### config.mk
export PLATFORM = sky130hd
export DESIGN_NAME = gsq_ctrl
export DESIGN_NICKNAME = d
export VERILOG_FILES = /design/src/hdl/gsq_pkg.sv /design/src/hdl/gsq_ctrl.sv
export SDC_FILE = /design/constraint.sdc
export NUM_CORES = 1
export LEC_CHECK = 0
export ABC_AREA = 1
export ABC_CLOCK_PERIOD_IN_PS = 1400
export CORE_UTILIZATION = 40
export DETAILED_ROUTE_END_ITERATION = 8
export DONT_BUFFER_PORTS = 1
export PLACE_DENSITY = 0.55
export SLEW_MARGIN = 10
export SYNTH_ARGS = -nofsm -noshare
export SYNTH_HDL_FRONTEND = slang
export SYNTH_SLANG_ARGS = --single-unit
### constraint.sdc
create_clock -name clk_i -period 1.4 [get_ports clk_i]
set_input_delay 0.28 -clock clk_i [delete_from_list [all_inputs] [get_ports clk_i]]
set_output_delay 0.28 -clock clk_i [all_outputs]
set_load 0.005 [all_outputs]
### src/hdl/gsq_pkg.sv
// ----------------------------------------------------------------------------
// gsq_pkg
// Shared types and constants of the gradient stochastic quantizer.
// ----------------------------------------------------------------------------
`default_nettype none
package gsq_pkg;
  localparam int unsigned InvShift = 36;
  localparam int unsigned ValW     = 32;
  localparam int unsigned MagW     = 31;
  localparam int unsigned InvW     = 32;
  localparam int unsigned RndW     = 16;
  localparam int unsigned BinsW    = 8;

  localparam logic [1:0] RegBins  = 2'd0;
  localparam logic [1:0] RegConst = 2'd1;
  localparam logic [1:0] RegLock  = 2'd2;

  localparam logic KindMeasure  = 1'b0;
  localparam logic KindQuantize = 1'b1;

  // controller -> datapath
  typedef struct packed {
    logic load_in;    // capture input item
    logic meas_upd;   // update running maxima
    logic div_start;  // lock check and start scale division
    logic div_step;   // one division step
    logic div_done;   // write inverse scales
    logic q_mul;      // first quantize stage
    logic q_out;      // build result
  } gsq_cmd_t;

  // datapath -> controller
  typedef struct packed {
    logic kind;
    logic last;
    logic locked;
  } gsq_sts_t;
endpackage
`default_nettype wire

### src/hdl/gsq_ctrl.sv
// ----------------------------------------------------------------------------
// gsq_ctrl
// Sequencer: input capture, measure, scale division, quantize, output hold.
// ----------------------------------------------------------------------------
`default_nettype none
module gsq_ctrl (
  input  wire                clk_i,
  input  wire                rst_ni,
  input  wire                s_valid_i,
  output logic               s_ready_o,
  output logic               m_valid_o,
  input  wire                m_ready_i,
  output gsq_pkg::gsq_cmd_t  cmd_o,
  input  gsq_pkg::gsq_sts_t  sts_i
);
  import gsq_pkg::*;

  localparam int unsigned DivSteps = InvShift + 7;

  typedef enum logic [2:0] {
    StIdle, StDecode, StDivStart, StDiv, StDivDone, StMul, StOut, StHold
  } state_e;

  state_e      state_q, state_d;
  logic [5:0]  cnt_q, cnt_d;
  logic        mv_q, mv_d;

  assign s_ready_o = (state_q == StIdle) && (!mv_q || m_ready_i);
  assign m_valid_o = mv_q;

  always_comb begin
    state_d = state_q;
    cnt_d = cnt_q;
    mv_d = mv_q;
    cmd_o = '0;
    if (mv_q && m_ready_i) mv_d = 1'b0;
    case (state_q)
      StIdle: begin
        if (s_valid_i && s_ready_o) begin
          cmd_o.load_in = 1'b1;
          state_d = StDecode;
        end
      end
      StDecode: begin
        if (sts_i.kind == KindQuantize) state_d = StMul;
        else if (sts_i.locked) state_d = StIdle;
        else begin
          cmd_o.meas_upd = 1'b1;
          state_d = sts_i.last ? StDivStart : StIdle;
        end
      end
      StDivStart: begin
        cmd_o.div_start = 1'b1;
        cnt_d = '0;
        state_d = StDiv;
      end
      StDiv: begin
        cmd_o.div_step = 1'b1;
        cnt_d = cnt_q + 6'd1;
        if (cnt_q == 6'(DivSteps - 1)) state_d = StDivDone;
      end
      StDivDone: begin
        cmd_o.div_done = 1'b1;
        state_d = StIdle;
      end
      StMul: begin
        cmd_o.q_mul = 1'b1;
        state_d = StOut;
      end
      StOut: begin
        if (!mv_d) begin
          cmd_o.q_out = 1'b1;
          mv_d = 1'b1;
          state_d = StIdle;
        end
      end
      default: state_d = StIdle;
    endcase
  end

  always_ff @(posedge clk_i or negedge rst_ni) begin
    if (!rst_ni) begin
      state_q <= StIdle;
      cnt_q <= '0;
      mv_q <= 1'b0;
    end else begin
      state_q <= state_d;
      cnt_q <= cnt_d;
      mv_q <= mv_d;
    end
  end

  a_one_cmd: assert property (@(posedge clk_i) disable iff (!rst_ni)
    $onehot0(cmd_o)) else $error("multiple commands");
  a_ready_idle: assert property (@(posedge clk_i) disable iff (!rst_ni)
    s_ready_o |-> state_q == StIdle) else $error("ready outside idle");
  a_out_hold: assert property (@(posedge clk_i) disable iff (!rst_ni)
    (mv_q && !m_ready_i) |=> mv_q) else $error("result dropped");
endmodule
`default_nettype wire

==> metrics, run 1 <==
Mean Syn Cell Area 7.521 um^2; failing checks negative setup slack; CTS tree yes; global-route wire length before repair 2.525 mm; Overall Power 1526 uW; top-area cell type share of the netlist area 0.3781; vias in the first global route 541; f_max 0.6961 GHz; VDD IR max 820.8 uV; die height 42.68 um; xor and xnor area share after synthesis 0.01323; total die area 1822 um^2; Seq/Total Area, Yosys 0.3781; routed wire length 1.581 mm; final core occ 0.5723; Worst setup SP type flip-flop; Worst path slowest cell dfrtp_2; Antenna Cells 0; commonest register cell after synthesis dfrtp_1; kind of critical path reg2out; Lkg Pwr 0.0004395 uW; critical path's top delay family flip-flops; core area 1524 um^2; largest net degree at the start of global routing 11; fill cell count 137; post-synthesis mux area share 0; fin worst setup slack -0.03652 ns; synth warn 0; final setup vio count 4; Chip Width 42.68 um; Congestion Overflow GR 0; Crit. End Element primary output; syn_nets 97; Post-synth EDFFs 0; Max Cap Violations 0; Worst-Skew Late Latency 0.27 ns; Slew Viols, Final 0; clk sinks 10; Synth Area in Adders 0.03781; Net Sw Frac 0.4255; Hold Slack 0.1939 ns; synth top area cells dfrtp_1 (38%), nand2_1 (11%), inv_1 (6.8%), nand3_1 (6.0%), nor2_1 (4.0%); RSZ-0062 raised after global routing yes; share of cells above drive strength 1 0.3725; drt drc 0; DP Worst Slack 0.1153 ns; post-synthesis register bit count 10; H-tree levels 1; Final GP Congestion 0.7243; Initial Util 0.4343; status finished, violations left; Clock power frac 0.173; Synth Cell Area 661.9 um^2; Worst Path Max Fanout 6; Pre-antenna DRT Iters 4; DRT iter0 DRCs 5; CTS root buf clkbuf_4; Post-Synth Simple-Gate Area 0.3648; fin crit share 1.026; cell with the most instances after synthesis nand2_1; Reg area 254.0 um^2; antenna violations before repair 0; vias per cell 5.127; IO Pins 16; hold violation count in the final report 0; via count 605; CTS clk-pin slew, worst paths 0.07 ns; final net count 112; Setup Skew 0.003169 ns; area delta synth->final 31.76%; GRT Util Overall 0.1917; Inserted Clock Buffers 3; type of the worst min-delay path in2reg; Critical Path Max Stage Delay 0.46 ns; multi-input logic area 389.1 um^2; pwr dens 1749 nW/um^2; critical path cell sequence inv_4 > nand2_1 > nor4_4; compound-cell area share of the yosys netlist 0.08129; unique cell type count in the Yosys netlist 25; Row Count 14; Mapped Cells 88; Worst EP required 1.12 ns; main combinational cell family by area after synthesis simple AND/OR/NAND/NOR gates; PortBufs 0; Switch Pwr 649.1 uW; cell taking the most area after synthesis dfrtp_1; Final ANT Viol Nets 0; Comb pwr share 0.511; Slew HR 0.6710; routed len/inst 13.40 um; maximum buffer depth of the clock tree 2; top cells by count, synth nand2_1 (19), inv_1 (12), dfrtp_1 (10); CP bufs+invs 1; CP Data Arrival Time 1.16 ns; Internal 876.4 uW; Synth async-reset ratio 1.000; Worst Max-Slew Pin Slew 0.4918 ns; fin crit period 1.437 ns; Seq pwr share 0.315; Detailed Place HPWL 1.023 mm
-- sequential cells by signal (all words and copies together) (netlist names) --
| signal | count |
|---|---|
| m_valid_o | 1 |
| cnt_q | 6 |
| state_q | 3 |
-- kinds of logic after synthesis --
logic type	Yosys count
AO/OA/AOI/OAI	9
XOR/XNOR	1
adder cells (fa/ha/maj)	2
buffers and inverters	19
flip-flops	10
AND/OR/NAND/NOR	47
-- per-stage QoR --
step | cells | TNS [ns] | cell area (um^2)
2_1_floorplan | 88 | 0 | 661.9
3_3_place_gp | 104 | 0 | 678.2
3_5_place_dp | 104 | 0 | 678.2
4_1_cts | 113 | -0.1166 | 794.5
5_1_grt | 118 | -0.6368 | 872.1
6_report | 118 | -0.1129 | 872.1
-- cells in the final DEF, fill, tap and decap left out, drive strengths merged --
cell type / n
nand2: 19
inv: 17
buf: 11
dfrtp: 10
nor2: 10
nand3: 9
o21ai: 6
nor3: 4
clkbuf: 4
nand4: 3
ha: 2
nor4: 1
xor2: 1
o22ai: 1
or2: 1
o32ai: 1
a21oi: 1
dlygate4sd3: 1
-- metal layers --
layer | track usage | wire, um | part of all wire
met1 | 0.2608 | 739 | 0.47
met2 | 0.2939 | 795 | 0.50
met3 | 0.08085 | 46 | 0.029
met4 | 0.01875 | 0 | 0
met5 | 0 | 0 | 0
-- cell type report --
cell class                 count  area share
tap                           16     0.02296
inverter                      17     0.07891
sequential                    10      0.2912
timing repair buffer          12      0.1191
multi-input combinational     59      0.4462
clock buffer                   4     0.04161
-- power by group through the flow --
stage	logic (uW)	clock network (uW)	registers, uW
2_1_floorplan	468	0	421
3_3_place_gp	503	0	472
3_5_place_dp	505	0	475
4_1_cts	634	275	472
5_1_grt	867	296	495
6_report	780	264	481
-- worst paths after layout --
path	slack, ns	endpoint	depth (start not counted)	startpoint
min reg2reg	0.55	cnt_q[5]$_DFFE_PN0P_	3	cnt_q[5]$_DFFE_PN0P_
max reg2reg	0.05	state_q[1]$_DFFE_PN0P_	7	state_q[0]$_DFFE_PN0P_
max	-0.04	cmd_o[5]	3	state_q[2]$_DFFE_PN0P_
max in group asynchronous	0.63	state_q[1]$_DFFE_PN0P_	1	rst_ni
min in group asynchronous	0.41	cnt_q[3]$_DFFE_PN0P_	1	rst_ni
min	0.19	state_q[1]$_DFFE_PN0P_	2	sts_i[1]
-- what timing repair did --
| item | 4_1_cts | 5_1_grt |
|---|---|---|
| setup buffers | 4 | 5 |
| hold endpoints to repair | 10 | 0 |
| pin swaps | 3 | 2 |
| resized for setup | 10 | 10 |
| endpoints found under the setup margin | 8 | 9 |
| gates cloned | 0 | 0 |
| hold buffers | 1 | 0 |
Power figures use the tool's default switching activity.
==> run 2, diff against run 1 <==
PLACE_DENSITY = not set   (was 0.55)
==> run 2 against run 1 <==
  * Combinational power down 24%
  * Via count down 3.6%
  * Critical path type unchanged
  * Critical endpoint is now cmd_o[6]
  * Sequential power up 1%
  * Final cell count down 6.8%
  * The flow still finishes with violations (negative setup slack)
  * Die area unchanged
==> metrics, run 2 (synthesis gave the netlist of run 1 again) <==
Detailed Place HPWL 963.3 um (-5.8%); Biggest register cnt_q; Worst-Skew Late Latency 0.27 ns (about the same); maximum buffer depth of the clock tree 2 (unchanged); critical path cell sequence nor3_2 > inv_1 > nor3_2; Internal 717.8 uW (-18%); global-route wire length before repair 2.166 mm (-14%); Worst Path Max Fanout 6 (unchanged); reg-to-reg endpoint cnt_q[5]$_DFFE_PN0P_; Worst EP required 1.12 ns (about the same); Chip Width 42.68 um (unchanged); CTS root buf clkbuf_4; die height 42.68 um (unchanged); Seq pwr share 0.382 (+0.067); Final Non-Filler Cells 110 (-6.8%); Antenna Cells 0 (unchanged); Crit. End Element primary output; final net count 105 (-6.3%); VDD IR max 1034 uV (+26%); failing checks negative setup slack; PortBufs 0 (unchanged); antenna violations before repair 0 (unchanged); Row Count 14 (unchanged); Slew Viols, Final 0 (unchanged); Pre-antenna DRT Iters 4 (unchanged); drt drc 0 (unchanged); commonest cells after routing, fill and taps aside nand2_1 (19), inv_1 (11), nand3_1 (8); most common cell after layout, fill and taps aside nand2_1; f_max 0.7041 GHz (+1.1%); routed len/inst 12.06 um (-10%); Sum Neg Setup Slack -0.04347 ns (+0.06940 ns); hold violation count in the final report 0 (unchanged); Lkg Pwr 0.0004072 uW (-7.3%); Placed Cells incl. Taps 104 (unchanged); CP bufs+invs 1 (unchanged); Worst Reg-to-Reg Cells 8 (+1); Worst Max-Slew Pin Slew 0.4595 ns (-0.03236 ns); routed wire length 1.327 mm (-16%); fin crit share 1.014 (-0.01165); post-route cell area 768.2 um^2 (-12%); kind of critical path reg2out; DRT iter0 DRCs 6 (+1); fin worst setup slack -0.02021 ns (+0.01631 ns); Final ANT Viol Nets 0 (unchanged); vias per cell 5.300 (+3.4%); via count 583 (-3.6%); Setup crit end cmd_o[6]; Reg-to-Reg Start state_q[1]$_DFFE_PN0P_; area of placed instances 678.2 um^2 (unchanged); total die area 1822 um^2 (unchanged); Worst path slowest cell dfrtp_2; Hold Slack 0.2024 ns (+0.008509 ns); Final GP Congestion 0.8317 (+15%); CTS clk-pin slew, worst paths 0.07 ns (about the same); Net Sw Frac 0.4368 (+0.01128); share of cells above drive strength 1 0.2979 (-0.07468); Crit. path cell count 3 (unchanged); critical path's top delay family flip-flops; final setup vio count 3 (-1); status finished, violations left; IO Pins 16 (unchanged); core area 1524 um^2 (unchanged); Max Cap Violations 0 (unchanged); Worst R2R Setup Slack 0.17 ns (+0.12 ns); Switch Pwr 556.7 uW (-14%); Worst setup SP type flip-flop; largest net degree at the start of global routing 11 (unchanged); Comb pwr share 0.466 (-0.045); Slew HR 0.6927 (+0.02164); Congestion Overflow GR 0 (unchanged); H-tree levels 1 (unchanged); Inserted Clock Buffers 3 (unchanged); GRT Util Overall 0.1595 (-0.03212); RSZ-0062 raised after global routing yes; Clock power frac 0.153 (-0.020); CP Launch Point state_q[2]$_DFFE_PN0P_; clk sinks 10 (unchanged); Critical Path Max Stage Delay 0.45 ns (about the same); CP Data Arrival Time 1.14 ns (-0.02 ns); area delta synth->final 16.07%; fin crit period 1.420 ns (-0.01631 ns); max FFs per register 6 (unchanged); type of the worst min-delay path in2reg; CTS tree yes; vias in the first global route 502 (-7.2%); pwr dens 1659 nW/um^2 (-5.2%); CP dominant cell by count nor3_2; Setup Skew 0.008467 ns (+0.005298 ns); fill cell count 146 (+6.6%); Initial Util 0.4343 (unchanged)
==> run 2: through the flow <==
step | worst slack [ns] | util | total power [uW]
after floorplan | 0.1890 | - | 888.8
after global placement | 0.1545 | 0.4450 | 968.2
after detailed placement | 0.1572 | 0.4450 | 972.1
after CTS | -0.02967 | 0.4893 | 1238
after global routing | -0.09830 | 0.5041 | 1385
final | -0.02021 | 0.5041 | 1275
==> run 2: cell type report <==
cell class,instances,area (um^2),area share
Multi-Input combinational cell,59,357.8,0.4658
Timing Repair Buffer,5,47.55,0.06189
Tap cell,16,20.02,0.02606
Sequential cell,10,254.0,0.3306
Clock buffer,3,22.52,0.02932
Inverter,17,66.31,0.08632
==> run 2: power by group through the flow <==
stage	clock (uW)	combinational, uW	sequential, uW
floorplan	0	468	421
global placement	0	501	467
detailed placement	0	505	467
CTS	205	560	473
global route	217	670	498
finish	194	593	487
==> run 2: routing by layer <==
metal / global-route usage / routed length, um / share of wire / vias up
li1: - / - / - / 295
met1: 0.2071 / 672 / 0.51 / 279
met2: 0.2364 / 592 / 0.45 / 9
met3: 0.08085 / 62 / 0.047 / 0
met4: 0.03750 / 0 / 0 / 0
met5: 0 / 0 / 0 / -
==> run 2: repair_timing <==
action / CTS / global route
endpoints found under the setup margin: 6 / 8
pin swaps: 1 / 2
hold endpoints to repair: 10 / 0
hold buffers: 1 / 0
gates resized for setup: 7 / 6
buffers inserted: 2 / 0
==> run 2: worst register-to-register path, delay by kind of cell, from the launching register on <==
kind,cells,cell delay [ns]
flops,1,0.46
simple gates,3,0.33
compound gates,1,0.05
buf+inv,4,0.28
==> run 2: worst min path at each step <==
stage | slack (ns) | start | to | cells after the start
after global placement | -0.02 | rst_ni | cnt_q[0]$_DFFE_PN0P_ | 0
after floorplan | -0.02 | rst_ni | cnt_q[0]$_DFFE_PN0P_ | 0
final | 0.20 | sts_i[1] | state_q[1]$_DFFE_PN0P_ | 2
after detailed placement | -0.02 | rst_ni | cnt_q[0]$_DFFE_PN0P_ | 0
after global routing | 0.19 | sts_i[1] | state_q[1]$_DFFE_PN0P_ | 2
after CTS | 0.20 | sts_i[1] | state_q[1]$_DFFE_PN0P_ | 2
==> run 3, diff against run 2 <==
ABC_CLOCK_PERIOD_IN_PS = not set   (was 1400)
MAX_ROUTING_LAYER = met4   (was not set)
==> run 3 against run 2 <==
  * The flow still finishes with violations (negative setup slack)
  * Global-route usage is 0.44 points higher
  * Flip-flop and latch count unchanged
  * Count of clock-buffer cells in the layout did not move
==> metrics, run 3 (synthesis gave the netlist of run 1 again) <==
status finished, violations left; vias in the first global route 502 (unchanged); Antenna Cells 0 (unchanged); CP Data Arrival Time 1.15 ns (about the same); Overall Power 1276 uW (+0.15%); CTS root buf clkbuf_4; Congestion Overflow GR 0 (unchanged); CTS clk-pin slew, worst paths 0.07 ns (about the same); CTS tree yes; Worst-Skew Late Latency 0.27 ns (about the same); fill cell count 146 (unchanged); CP Launch Point state_q[2]$_DFFE_PN0P_; drt drc 0 (unchanged); core area 1524 um^2 (unchanged); final core occ 0.5041 (unchanged); DP Worst Slack 0.1572 ns (unchanged); fin crit share 1.021 (+0.006162); Worst Path Max Fanout 6 (unchanged); PortBufs 0 (unchanged); antenna violations before repair 0 (unchanged); maximum buffer depth of the clock tree 2 (unchanged); Detailed Place HPWL 963.3 um (unchanged); area delta synth->final 16.07% (unchanged); Reg-to-Reg Start state_q[1]$_DFFE_PN0P_; final net count 105 (unchanged); DRT iter0 DRCs 6 (unchanged); total die area 1822 um^2 (unchanged); Max Cap Violations 0 (unchanged); Pre-antenna DRT Iters 4 (unchanged); hold violation count in the final report 0 (unchanged); Worst EP required 1.12 ns (about the same); most common cell after layout, fill and taps aside nand2_1; Biggest register cnt_q; Setup Skew 0.009837 ns (+0.001371 ns); Final GP Congestion 0.8443 (+1.5%); multi-input logic area 357.8 um^2 (unchanged); pwr dens 1662 nW/um^2 (+0.15%); Initial Util 0.4343 (unchanged); post-route cell area 768.2 um^2 (unchanged); Worst Max-Slew Pin Slew 0.4605 ns (+0.001037 ns); Worst Reg-to-Reg Cells 8 (unchanged); fin worst setup slack -0.02883 ns (-0.008627 ns); routed wire length 1.335 mm (+0.60%); vias per cell 5.282 (-0.34%); area of placed instances 678.2 um^2 (unchanged); Inserted Clock Buffers 3 (unchanged); Final ANT Viol Nets 0 (unchanged); Sum Neg Setup Slack -0.06419 ns (-0.02072 ns); Reg area 254.0 um^2 (unchanged); routed len/inst 12.14 um (+0.60%); Row Count 14 (unchanged); final setup vio count 3 (unchanged); Crit. End Element primary output; die height 42.68 um (unchanged); GRT Util Overall 0.1639 (+0.004383); share of cells above drive strength 1 0.2979 (unchanged); Worst setup SP type flip-flop; fin crit period 1.429 ns (+0.008627 ns); Lkg Pwr 0.0004072 uW (unchanged); clk sinks 10 (unchanged); max FFs per register 6 (unchanged); VDD IR max 1040 uV (+0.55%); via count 581 (-0.34%); Slew Viols, Final 0 (unchanged); largest net degree at the start of global routing 11 (unchanged); global-route wire length before repair 2.159 mm (-0.32%); Hold Path Stages 2 (unchanged); commonest cells after routing, fill and taps aside nand2_1 (19), inv_1 (11), nand3_1 (8); RSZ-0062 raised after global routing yes; min-delay src sts_i[1]; IO Pins 16 (unchanged); type of the worst min-delay path in2reg; Chip Width 42.68 um (unchanged); failing checks negative setup slack; kind of critical path reg2out; Slew HR 0.6920 (-0.0006940); H-tree levels 1 (unchanged); f_max 0.6999 GHz (-0.60%)
## run 3: cell type report
class                           count  share of cell area
Sequential cell                    10              0.3306
Timing Repair Buffer                5             0.06189
Multi-Input combinational cell     59              0.4658
Inverter                           17             0.08632
Clock buffer                        3             0.02932
Tap cell                           16             0.02606
## run 3: final timing paths
check / end / slack, ns
setup / recovery: cmd_o[6] / -0.03
hold / removal: state_q[1]$_DFFE_PN0P_ / 0.20
setup reg to reg: cnt_q[5]$_DFFE_PN0P_ / 0.18
hold reg to reg: cnt_q[5]$_DFFE_PN0P_ / 0.57
max in group asynchronous: state_q[2]$_DFFE_PN0P_ / 0.67
min in group asynchronous: cnt_q[4]$_DFFE_PN0P_ / 0.39
## run 3: report_power, final
| group | total, uW | internal (uW) | switching (uW) |
|---|---|---|---|
| clock | 198 | 99.2 | 98.4 |
| sequential | 486 | 371 | 115 |
| combinational | 593 | 248 | 345 |
## run 3: through the flow
| step | hold WS [ns] | instances |
|---|---|---|
| 2_1_floorplan | -0.01559 | 88 |
| 3_3_place_gp | -0.01538 | 104 |
| 3_5_place_dp | -0.01537 | 104 |
| 4_1_cts | 0.2001 | 110 |
| 5_1_grt | 0.1950 | 110 |
| 6_report | 0.1998 | 110 |
## run 3: critical path, stage by stage (launching register included)
cell and delay (ns):
dfrtp_2 0.45, nor3_2 0.20, inv_1 0.08, nor3_2 0.14
## run 3: metal layers
layer | vias up | part of all wire | GRT usage
li1 | 294 | - | -
met3 | 0 | 0.045 | 0.08085
met4 | 0 | 0 | 0.03750
met1 | 280 | 0.50 | 0.2071
met2 | 7 | 0.45 | 0.2364
met5 | - | 0 | -
## run 3: what timing repair did
| action | in CTS | in global routing |
|---|---|---|
| hold buffers | 1 | 0 |
| setup buffers | 2 | 0 |
| resized for setup | 7 | 6 |
| pin swaps | 1 | 2 |
| endpoints found under the setup margin | 6 | 8 |
| endpoints found under the hold margin | 10 | 0 |
